<file path="src/rtl/core/speck_pkg.sv">
// Shared constants and types for the Speck block encryption core.
// No dependencies; used by speck_key_sched, speck_round and speck_block_encrypt.
package speck_pkg;

    localparam int WORD_BITS_DEF      = 32;
    localparam int KEY_WORD_COUNT_DEF = 4;
    localparam int ROUND_COUNT_DEF    = 27;
    localparam int ROT_RIGHT_DEF      = 8;
    localparam int ROT_LEFT_DEF       = 3;

    localparam int FIELD_BITS   = 32;
    localparam int REG_COUNT    = 4;
    localparam int REG_IDX_BITS = 2;

    typedef enum logic [REG_IDX_BITS-1:0] {
        REG_KEY_WORD_0 = 2'd0,
        REG_KEY_WORD_1 = 2'd1,
        REG_KEY_WORD_2 = 2'd2,
        REG_KEY_WORD_3 = 2'd3
    } speck_reg_t;

    // key schedule status as seen by the datapath
    typedef struct packed {
        logic loading;
        logic expanding;
    } speck_ks_status_t;

endpackage

</file>
<file path="src/rtl/core/speck_block_encrypt.sv">
// Speck block encryption top level: key schedule, unrolled round pipeline, output skid.
// Depends on speck_pkg, speck_key_sched and speck_round.
//
// Speck64/128 encryption with one fully unrolled round per register stage. A plaintext
// word enters on in_valid when in_stall is low, one per cycle, and its ciphertext word
// leaves through the ROUND_COUNT round stages (27 with the defaults) and the output
// register. The rate is one word per clock as long as the output is taken and no key
// rebuild runs; the round stages move together on a common enable, and a two-entry
// output register/skid pair keeps the input open in the cycle the output stalls, so
// the upstream stall is a registered signal. Key words are written through the cfg
// port (index 0..3, always ready). After reset and after every key write the schedule
// is rebuilt one round key per cycle, and in_stall stays high during that time so no
// word is encrypted with a half-built schedule. Key writes are expected only while no
// word is in flight. Only the first KEY_WORD_COUNT key words take part; with WORD_BITS
// below 32 inputs and keys are truncated, above 32 the outputs carry the low 32 bits.
module speck_block_encrypt #(
    parameter int WORD_BITS      = speck_pkg::WORD_BITS_DEF,
    parameter int KEY_WORD_COUNT = speck_pkg::KEY_WORD_COUNT_DEF,
    parameter int ROUND_COUNT    = speck_pkg::ROUND_COUNT_DEF,
    parameter int ROT_RIGHT      = speck_pkg::ROT_RIGHT_DEF,
    parameter int ROT_LEFT       = speck_pkg::ROT_LEFT_DEF
) (
    input  logic                                clk,
    input  logic                                rst_n,
    // configuration write channel
    input  logic                                cfg_valid,
    output logic                                cfg_ready,
    input  logic [speck_pkg::REG_IDX_BITS-1:0]  cfg_index,
    input  logic [speck_pkg::FIELD_BITS-1:0]    cfg_data,
    // plaintext channel
    input  logic                                in_valid,
    output logic                                in_stall,
    input  logic [speck_pkg::FIELD_BITS-1:0]    plain_left,
    input  logic [speck_pkg::FIELD_BITS-1:0]    plain_right,
    // ciphertext channel
    output logic                                out_valid,
    input  logic                                out_stall,
    output logic [speck_pkg::FIELD_BITS-1:0]    cipher_left,
    output logic [speck_pkg::FIELD_BITS-1:0]    cipher_right
);
    import speck_pkg::*;

    speck_ks_status_t      ks_status;
    logic [WORD_BITS-1:0]  round_keys [ROUND_COUNT];
    logic                  ks_busy;

    // stage 0 is the accepted word, stage ROUND_COUNT the last round's register
    logic                  st_valid [ROUND_COUNT+1];
    logic [WORD_BITS-1:0]  st_x     [ROUND_COUNT+1];
    logic [WORD_BITS-1:0]  st_y     [ROUND_COUNT+1];

    logic                  pipe_en;
    logic                  in_acc;
    logic                  arrive;
    logic                  out_ready;

    logic                  out_valid_reg;
    logic                  out_valid_next;
    logic                  skid_valid_reg;
    logic                  skid_valid_next;
    logic [WORD_BITS-1:0]  out_x_reg;
    logic [WORD_BITS-1:0]  out_y_reg;
    logic [WORD_BITS-1:0]  skid_x_reg;
    logic [WORD_BITS-1:0]  skid_y_reg;

    speck_key_sched #(
        .WORD_BITS      (WORD_BITS),
        .KEY_WORD_COUNT (KEY_WORD_COUNT),
        .ROUND_COUNT    (ROUND_COUNT),
        .ROT_RIGHT      (ROT_RIGHT),
        .ROT_LEFT       (ROT_LEFT)
    ) u_key_sched (
        .clk        (clk),
        .rst_n      (rst_n),
        .cfg_valid  (cfg_valid),
        .cfg_ready  (cfg_ready),
        .cfg_index  (cfg_index),
        .cfg_data   (cfg_data),
        .status     (ks_status),
        .round_keys (round_keys)
    );

    assign ks_busy = ks_status.loading || ks_status.expanding;

    // Rounds advance together whenever the skid entry is free; the skid absorbs the
    // one word that may still arrive in the cycle the output stalls.
    assign pipe_en  = !skid_valid_reg;
    assign in_stall = skid_valid_reg || ks_busy;
    assign in_acc   = in_valid && !in_stall;

    assign st_valid[0] = in_acc;
    assign st_x[0]     = WORD_BITS'(plain_left);
    assign st_y[0]     = WORD_BITS'(plain_right);

    for (genvar r = 0; r < ROUND_COUNT; r++)
    begin : g_round
        speck_round #(
            .WORD_BITS (WORD_BITS),
            .ROT_RIGHT (ROT_RIGHT),
            .ROT_LEFT  (ROT_LEFT)
        ) u_round (
            .clk       (clk),
            .rst_n     (rst_n),
            .en        (pipe_en),
            .in_valid  (st_valid[r]),
            .in_x      (st_x[r]),
            .in_y      (st_y[r]),
            .round_key (round_keys[r]),
            .out_valid (st_valid[r+1]),
            .out_x     (st_x[r+1]),
            .out_y     (st_y[r+1])
        );
    end

    // output register and skid entry
    assign arrive    = pipe_en && st_valid[ROUND_COUNT];
    assign out_ready = !out_valid_reg || !out_stall;

    always_comb
    begin
        out_valid_next  = out_valid_reg;
        skid_valid_next = skid_valid_reg;
        if (out_ready)
        begin
            if (skid_valid_reg)
            begin
                out_valid_next  = 1'b1;
                skid_valid_next = 1'b0;
            end
            else
            begin
                out_valid_next = arrive;
            end
        end
        else if (arrive)
        begin
            skid_valid_next = 1'b1;
        end
    end

    always_ff @(posedge clk or negedge rst_n)
    begin
        if (!rst_n)
        begin
            out_valid_reg  <= 1'b0;
            skid_valid_reg <= 1'b0;
        end
        else
        begin
            out_valid_reg  <= out_valid_next;
            skid_valid_reg <= skid_valid_next;
        end
    end

    always_ff @(posedge clk)
    begin
        if (out_ready)
        begin
            if (skid_valid_reg)
            begin
                out_x_reg <= skid_x_reg;
                out_y_reg <= skid_y_reg;
            end
            else if (arrive)
            begin
                out_x_reg <= st_x[ROUND_COUNT];
                out_y_reg <= st_y[ROUND_COUNT];
            end
        end
        else if (arrive)
        begin
            skid_x_reg <= st_x[ROUND_COUNT];
            skid_y_reg <= st_y[ROUND_COUNT];
        end
    end

    assign out_valid    = out_valid_reg;
    assign cipher_left  = FIELD_BITS'(out_x_reg);
    assign cipher_right = FIELD_BITS'(out_y_reg);

`ifndef SYNTHESIS
    a_skid_implies_out: assert property (@(posedge clk) disable iff (!rst_n)
        skid_valid_reg |-> out_valid_reg)
        else $error("skid holds a word while the output register is empty");

    a_skid_fill_on_stall: assert property (@(posedge clk) disable iff (!rst_n)
        $rose(skid_valid_reg) |-> $past(out_valid_reg && out_stall))
        else $error("skid filled without an output stall");

    a_no_accept_while_keying: assert property (@(posedge clk) disable iff (!rst_n)
        in_acc |-> !ks_busy)
        else $error("word accepted during key expansion");

    a_last_word_kept: assert property (@(posedge clk) disable iff (!rst_n)
        (arrive && !out_ready) |=> skid_valid_reg)
        else $error("finished word lost at the output");
`endif

endmodule

</file>
<file path="src/rtl/core/speck_key_sched.sv">
// Key word registers and iterative Speck key expansion, one round key per cycle.
// Depends on speck_pkg.
module speck_key_sched #(
    parameter int WORD_BITS      = speck_pkg::WORD_BITS_DEF,
    parameter int KEY_WORD_COUNT = speck_pkg::KEY_WORD_COUNT_DEF,
    parameter int ROUND_COUNT    = speck_pkg::ROUND_COUNT_DEF,
    parameter int ROT_RIGHT      = speck_pkg::ROT_RIGHT_DEF,
    parameter int ROT_LEFT       = speck_pkg::ROT_LEFT_DEF
) (
    input  logic                                 clk,
    input  logic                                 rst_n,
    input  logic                                 cfg_valid,
    output logic                                 cfg_ready,
    input  logic [speck_pkg::REG_IDX_BITS-1:0]   cfg_index,
    input  logic [speck_pkg::FIELD_BITS-1:0]     cfg_data,
    output speck_pkg::speck_ks_status_t          status,
    output logic [WORD_BITS-1:0]                 round_keys [ROUND_COUNT]
);
    import speck_pkg::*;

    localparam int SCHED_LEN = KEY_WORD_COUNT - 1;
    localparam int CNT_W     = $clog2(ROUND_COUNT);
    localparam int LAST_STEP = ROUND_COUNT - 2;

    logic [FIELD_BITS-1:0] key_reg [REG_COUNT];
    logic [WORD_BITS-1:0]  l_reg   [SCHED_LEN];
    logic [WORD_BITS-1:0]  k_reg;
    logic [WORD_BITS-1:0]  rk_reg  [ROUND_COUNT];
    logic [CNT_W-1:0]      cnt_reg;
    logic                  load_reg;
    logic                  load_next;
    logic                  run_reg;
    logic                  run_next;
    logic                  cfg_wr;

    logic [WORD_BITS-1:0]  l_ror;
    logic [WORD_BITS-1:0]  k_rol;
    logic [WORD_BITS-1:0]  nl;
    logic [WORD_BITS-1:0]  k_next;

    assign cfg_ready = 1'b1;
    assign cfg_wr    = cfg_valid && cfg_ready;

    // one schedule step
    assign l_ror  = {l_reg[0][ROT_RIGHT-1:0], l_reg[0][WORD_BITS-1:ROT_RIGHT]};
    assign k_rol  = {k_reg[WORD_BITS-ROT_LEFT-1:0], k_reg[WORD_BITS-1:WORD_BITS-ROT_LEFT]};
    assign nl     = (k_reg + l_ror) ^ WORD_BITS'(cnt_reg);
    assign k_next = k_rol ^ nl;

    always_comb
    begin
        load_next = 1'b0;
        run_next  = run_reg;
        if (cfg_wr)
        begin
            // a write restarts the expansion from the new key words
            load_next = 1'b1;
            run_next  = 1'b0;
        end
        else if (load_reg)
        begin
            run_next = 1'b1;
        end
        else if (run_reg && (cnt_reg == CNT_W'(LAST_STEP)))
        begin
            run_next = 1'b0;
        end
    end

    always_ff @(posedge clk or negedge rst_n)
    begin
        if (!rst_n)
        begin
            load_reg <= 1'b1;
            run_reg  <= 1'b0;
            cnt_reg  <= '0;
            for (int j = 0; j < REG_COUNT; j++)
            begin
                key_reg[j] <= '0;
            end
        end
        else
        begin
            load_reg <= load_next;
            run_reg  <= run_next;
            if (load_reg)
            begin
                cnt_reg <= '0;
            end
            else if (run_reg)
            begin
                cnt_reg <= cnt_reg + 1'b1;
            end
            if (cfg_wr)
            begin
                unique case (speck_reg_t'(cfg_index))
                    REG_KEY_WORD_0: key_reg[0] <= cfg_data;
                    REG_KEY_WORD_1: key_reg[1] <= cfg_data;
                    REG_KEY_WORD_2: key_reg[2] <= cfg_data;
                    REG_KEY_WORD_3: key_reg[3] <= cfg_data;
                    default: ;
                endcase
            end
        end
    end

    always_ff @(posedge clk)
    begin
        if (load_reg)
        begin
            k_reg     <= WORD_BITS'(key_reg[0]);
            rk_reg[0] <= WORD_BITS'(key_reg[0]);
            for (int j = 0; j < SCHED_LEN; j++)
            begin
                l_reg[j] <= WORD_BITS'(key_reg[j+1]);
            end
        end
        else if (run_reg)
        begin
            k_reg <= k_next;
            rk_reg[CNT_W'(cnt_reg + 1'b1)] <= k_next;
            for (int j = 0; j < SCHED_LEN - 1; j++)
            begin
                l_reg[j] <= l_reg[j+1];
            end
            l_reg[SCHED_LEN-1] <= nl;
        end
    end

    assign round_keys       = rk_reg;
    assign status.loading   = load_reg;
    assign status.expanding = run_reg;

`ifndef SYNTHESIS
    a_cnt_bound: assert property (@(posedge clk) disable iff (!rst_n)
        run_reg |-> (cnt_reg <= CNT_W'(LAST_STEP)))
        else $error("key schedule step counter overran");

    a_wr_restarts: assert property (@(posedge clk) disable iff (!rst_n)
        cfg_wr |=> (load_reg && !run_reg))
        else $error("key write did not restart the expansion");

    a_load_then_run: assert property (@(posedge clk) disable iff (!rst_n)
        (load_reg && !cfg_wr) |=> (run_reg && cnt_reg == '0))
        else $error("expansion did not start after loading");

    a_not_both: assert property (@(posedge clk) disable iff (!rst_n)
        !(load_reg && run_reg))
        else $error("load and expansion active together");
`endif

endmodule

</file>
<file path="src/rtl/core/speck_round.sv">
// One registered Speck ARX round stage with its valid bit.
// Depends on speck_pkg for parameter defaults.
module speck_round #(
    parameter int WORD_BITS = speck_pkg::WORD_BITS_DEF,
    parameter int ROT_RIGHT = speck_pkg::ROT_RIGHT_DEF,
    parameter int ROT_LEFT  = speck_pkg::ROT_LEFT_DEF
) (
    input  logic                 clk,
    input  logic                 rst_n,
    input  logic                 en,
    input  logic                 in_valid,
    input  logic [WORD_BITS-1:0] in_x,
    input  logic [WORD_BITS-1:0] in_y,
    input  logic [WORD_BITS-1:0] round_key,
    output logic                 out_valid,
    output logic [WORD_BITS-1:0] out_x,
    output logic [WORD_BITS-1:0] out_y
);
    import speck_pkg::*;

    logic                 valid_reg;
    logic [WORD_BITS-1:0] x_reg;
    logic [WORD_BITS-1:0] y_reg;
    logic [WORD_BITS-1:0] x_ror;
    logic [WORD_BITS-1:0] y_rol;
    logic [WORD_BITS-1:0] x_next;
    logic [WORD_BITS-1:0] y_next;

    assign x_ror  = {in_x[ROT_RIGHT-1:0], in_x[WORD_BITS-1:ROT_RIGHT]};
    assign y_rol  = {in_y[WORD_BITS-ROT_LEFT-1:0], in_y[WORD_BITS-1:WORD_BITS-ROT_LEFT]};
    assign x_next = (x_ror + in_y) ^ round_key;
    assign y_next = y_rol ^ x_next;

    always_ff @(posedge clk or negedge rst_n)
    begin
        if (!rst_n)
        begin
            valid_reg <= 1'b0;
        end
        else if (en)
        begin
            valid_reg <= in_valid;
        end
    end

    always_ff @(posedge clk)
    begin
        if (en && in_valid)
        begin
            x_reg <= x_next;
            y_reg <= y_next;
        end
    end

    assign out_valid = valid_reg;
    assign out_x     = x_reg;
    assign out_y     = y_reg;

endmodule

</file>
<file path="config.mk">
export PLATFORM = sky130hd
export DESIGN_NAME = speck_block_encrypt
export DESIGN_NICKNAME = d
export VERILOG_FILES = /design/src/rtl/core/speck_pkg.sv /design/src/rtl/core/speck_block_encrypt.sv /design/src/rtl/core/speck_key_sched.sv /design/src/rtl/core/speck_round.sv
export SDC_FILE = /design/constraint.sdc
export NUM_CORES = 2
export LEC_CHECK = 0
export BUFFER_PORTS_ARGS = -buffer_cell sky130_fd_sc_hd__buf_2
export CORE_MARGIN = 5
export CORE_UTILIZATION = 45
export DETAILED_ROUTE_END_ITERATION = 10
export SLEW_MARGIN = 20
export SYNTH_ARGS = -nofsm -noshare
export SYNTH_HDL_FRONTEND = slang
export SYNTH_HIERARCHICAL = 1
export SYNTH_SLANG_ARGS = --single-unit
</file>
<file path="constraint.sdc">
create_clock -name clk -period 6.6 [get_ports clk]
set_clock_uncertainty 0.2 [all_clocks]
set_input_delay 1.32 -clock clk [delete_from_list [all_inputs] [get_ports clk]]
set_output_delay 1.32 -clock clk [all_outputs]
set_load 0.01 [all_outputs]
</file>
==> results.txt <==
The congestion estimate from routability-driven global placement came to 0.9432. The simple logic cell fraction of the synthesized area came out at 8.135%. The minimum clock period was 4.450 ns; the total via count after detailed routing was 110,000. The tools report the number of antenna violations at the first check in global routing as 53. The xor/xnor share of the synthesized area came out at 15.16%.

The final-report setup violation count was 0. Dividing the detail-routed via count by the number of cells gives 5.940. The worst register-to-register path begins at u_key_sched/k_reg[0]. The transition time at the pin with the least slew margin is 1.236 ns, and the post-layout net count is 14,250.

Once placement finished, the instance area stood at 0.1722 mm2. The maximum clock frequency was 224.7 MHz. The tool flagged a number of max-cap violations equal to 0. The tools report the number of nets produced by synthesis as 14,010. Synthesis inferred 3,012 register bits. The worst hold slack came out at 0.1838 ns. Measured against the total synthesized area, the mux share comes to 1.902%.

Setup repair after global routing left no endpoint under its margin. The total area inside the core boundary comes to 0.3694 mm2. From synthesis to final layout, the design area changed by 9.843%. The normalized max-slew margin is 17.63%, and the average size of a mapped cell is 12.84 um2. The worst setup path is captured at a register. Across all register-to-register paths, the minimum setup slack is 2.15 ns.

The Yosys step of the flow raised 6 warnings. The maximum root-to-sink buffer count was 4; the number of global-route vias before repair was 106,800. After detailed routing, the number of remaining DRC violations is 0. The hold violation count in the final report came out at 0. In this run the tool buffered the top-level ports with 168 buffer cells. The number of unique standard cell types used by synthesis is 117. For the netlist area before placement, the log shows 0.1671 mm2. For this run, the slowest stage of the critical path takes 0.67 ns.

The critical path is of the reg -> reg type. Die outline width: 619.3 um. In this run the worst hold path is classified as in -> async. After detailed placement, the design holds a cell count of 17,840. The die boundary height was 619.3 um; the gate count after technology mapping was 13,010.

The count of nets left with antenna violations once routing finished came out at 0. The critical path goes through ha_1, inv_1, fa_1, nand2b_1, a21oi_2, o21ai_1, o21ai_0, a21oi_2, o21bai_1, xor3_4, buf_4, a22o_1. The max-slew violation count was 0; the number of standard cells in the layout, taps in and fillers out was 18,520. Post-CTS timing repair inserted 0 buffers for setup.

The complex-gate fraction of the synthesized area works out to 11.63%. The number of detailed-routing iterations run before antenna repair is 6. The average routed wire per standard cell was 30.14 um. The floorplan step defined a die boundary enclosing 0.3835 mm2. Adding up every negative setup slack in the final design gives 0 ns. The flow ran to the end, and the final reports show no timing, DRC or antenna violations. Clock tree synthesis inserted a total of 341 buffers. The fraction of layout cells with a size suffix above 1 works out to 11.12%. The number of fillers in the final layout was 32,320; the clock sink total was 3,012.

For this run, the total global-route usage over all layers was measured as 28.28%. After routing the design area is 0.1835 mm2. The first global-routing pass estimated 790,100 um of wire. The clock-pin slew of the registers on the worst-case setup and hold paths was 0.06 ns. The kind of cell adding the most delay to the critical path is compound AO/OA/AOI/OAI gates.

TritonCTS built the clock tree. After synthesis, the largest family of logic cells by area is XOR/XNOR gates. The run gives 53.65% as the register area share after synthesis. The post-route fraction of the period consumed by the critical path came out at 67.43%. The tree is rooted in a sky130_fd_sc_hd__clkbuf_16. The insertion delay of the later-clocked pin in the worst-skew pair was 0.94 ns; the site row count was 223. The capture instance of the worst register-to-register path was u_key_sched/round_keys[856].

The fraction of registers with async set or reset after synthesis was 5.445%; the effective utilization at floorplan was 45.22%. The worst reg-to-reg path cell count is 12, and the residual overflow from global routing is 0. The final layout contains routed wiring with a total length of 558,100 um. After clock tree synthesis, the repair step resized 0 gates. The tools report the number of H-tree levels as 5.

For this design the top-level I/O count stands at 170. The HPWL after detailed placement is 413,600 um. In this run, post-CTS hold repair placed 0 buffers.

The cell type with the highest occurrence count on the critical path is sky130_fd_sc_hd__a21oi_2. The arithmetic-cell share of the synthesized area counting full adders, half adders and majority gates was 6.874%. The category of the worst setup path launch point was a register. Of all nets on the critical path, the largest fanout is 13. Worst path buffer plus inverter count: 2. The slowest stage of the critical path belongs to the cell sky130_fd_sc_hd__xor3_4. The arrival time of data at the critical path endpoint was 4.95 ns.

The leading register cell type out of synthesis is sky130_fd_sc_hd__edfxtp_1. The data required time at the worst endpoint was 7.10 ns; the first-iteration detailed-routing DRC count was 12,670. The number of enable-type register cells in the synthesized netlist is 2,848. The maximum number of pins on one net before global-route repair came out at 104.
## synthesized netlist by cell type (all sizes together), types with 35 or more instances
cell type	instances	area share, %
a2111oi	55	0.76
a211o	63	0.33
a21boi	37	0.17
a21o	247	1.1
a21oi	891	2.7
a221o	39	0.23
a22o	49	0.26
a311oi	35	0.21
a31oi	76	0.35
and2	66	0.25
and2b	45	0.23
and3	93	0.35
and4	62	0.37
buf	95	0.51
clkbuf	261	1.0
dfrtp	163	2.4
edfxtp	2848	51
ha	873	6.5
inv	280	0.63
mux2	244	1.8
nand2	991	2.2
nand2b	56	0.21
nand3	251	0.78
nand4	283	1.2
nor2	477	1.1
nor2b	103	0.39
nor3	161	0.54
o211ai	106	0.51
o21a	175	0.79
o21ai	577	1.8
o21bai	62	0.28
o31ai	36	0.19
or4	54	0.26
xnor2	1272	6.7
xnor3	141	1.9
xor2	1243	6.5
## per-layer routing
metal | GRT usage, % | wire, um
met4 | 8.559 | 18430
met5 | 0.1873 | 239
met1 | 40.85 | 246400
met3 | 3.699 | 39660
met2 | 44.54 | 253400
## cell families after synthesis
family,Yosys count
other,1
XOR/XNOR,2658
adder cells (fa/ha/maj),901
AO/OA/AOI/OAI,2795
buffers and inverters,673
AND/OR/NAND/NOR,2705
flip-flops,3012
multiplexers,263
## cells in the final DEF (no fill, tap or decap), drive strengths merged, types with 39 or more instances in the layout
| master | n |
|---|---|
| edfxtp | 2848 |
| xnor2 | 1272 |
| xor2 | 1243 |
| nand2 | 991 |
| a21oi | 891 |
| ha | 873 |
| o21ai | 577 |
| nor2 | 477 |
| clkbuf | 400 |
| inv | 293 |
| nand4 | 283 |
| buf | 281 |
| nand3 | 251 |
| a21o | 247 |
| mux2 | 244 |
| o21a | 175 |
| dfrtp | 163 |
| nor3 | 161 |
| clkinv | 145 |
| xnor3 | 141 |
| o211ai | 106 |
| nor2b | 103 |
| and3 | 93 |
| a31oi | 76 |
| and2 | 66 |
| a211o | 63 |
| o21bai | 62 |
| and4 | 62 |
| nand2b | 56 |
| a2111oi | 55 |
| or4 | 54 |
| diode | 50 |
| a22o | 49 |
| and2b | 45 |
| a221o | 39 |
## metrics by stage
stage	setup WS, ns	util (%)
floorplan	1.453	-
global placement	1.899	46.59
detailed placement	2.151	46.61
CTS	2.157	49.62
global route	2.018	49.64
finish	2.150	49.67
## how the worst max path moves through the flow
stage,start,endpoint,slack [ns],depth (start not counted)
2_1_floorplan,out_stall,cipher_left[0],1.45,1
3_3_place_gp,u_key_sched/k_reg[16],u_key_sched/round_keys[27],1.90,9
3_5_place_dp,plain_right[0],g_round[0].u_round/out_y[30],2.15,11
4_1_cts,u_key_sched/k_reg[0],u_key_sched/round_keys[856],2.16,12
5_1_grt,u_key_sched/k_reg[0],u_key_sched/round_keys[856],2.02,12
6_report,u_key_sched/k_reg[0],u_key_sched/round_keys[856],2.15,12
## area by class of cell
class	count	area [um2]	share of cell area, %
multi-input cells	9323	73500	40.05
clock inverters	223	2212	1.206
flip-flops and latches	3012	89630	48.85
clock buffers	398	8902	4.851
repair buffers	283	1876	1.022
well taps	4950	6193	3.375
diodes	50	125.1	0.06819
inverters	280	1061	0.5782
Power is not shown: default switching activity piles up to over one toggle a cycle in this logic, so the estimate is an artifact.
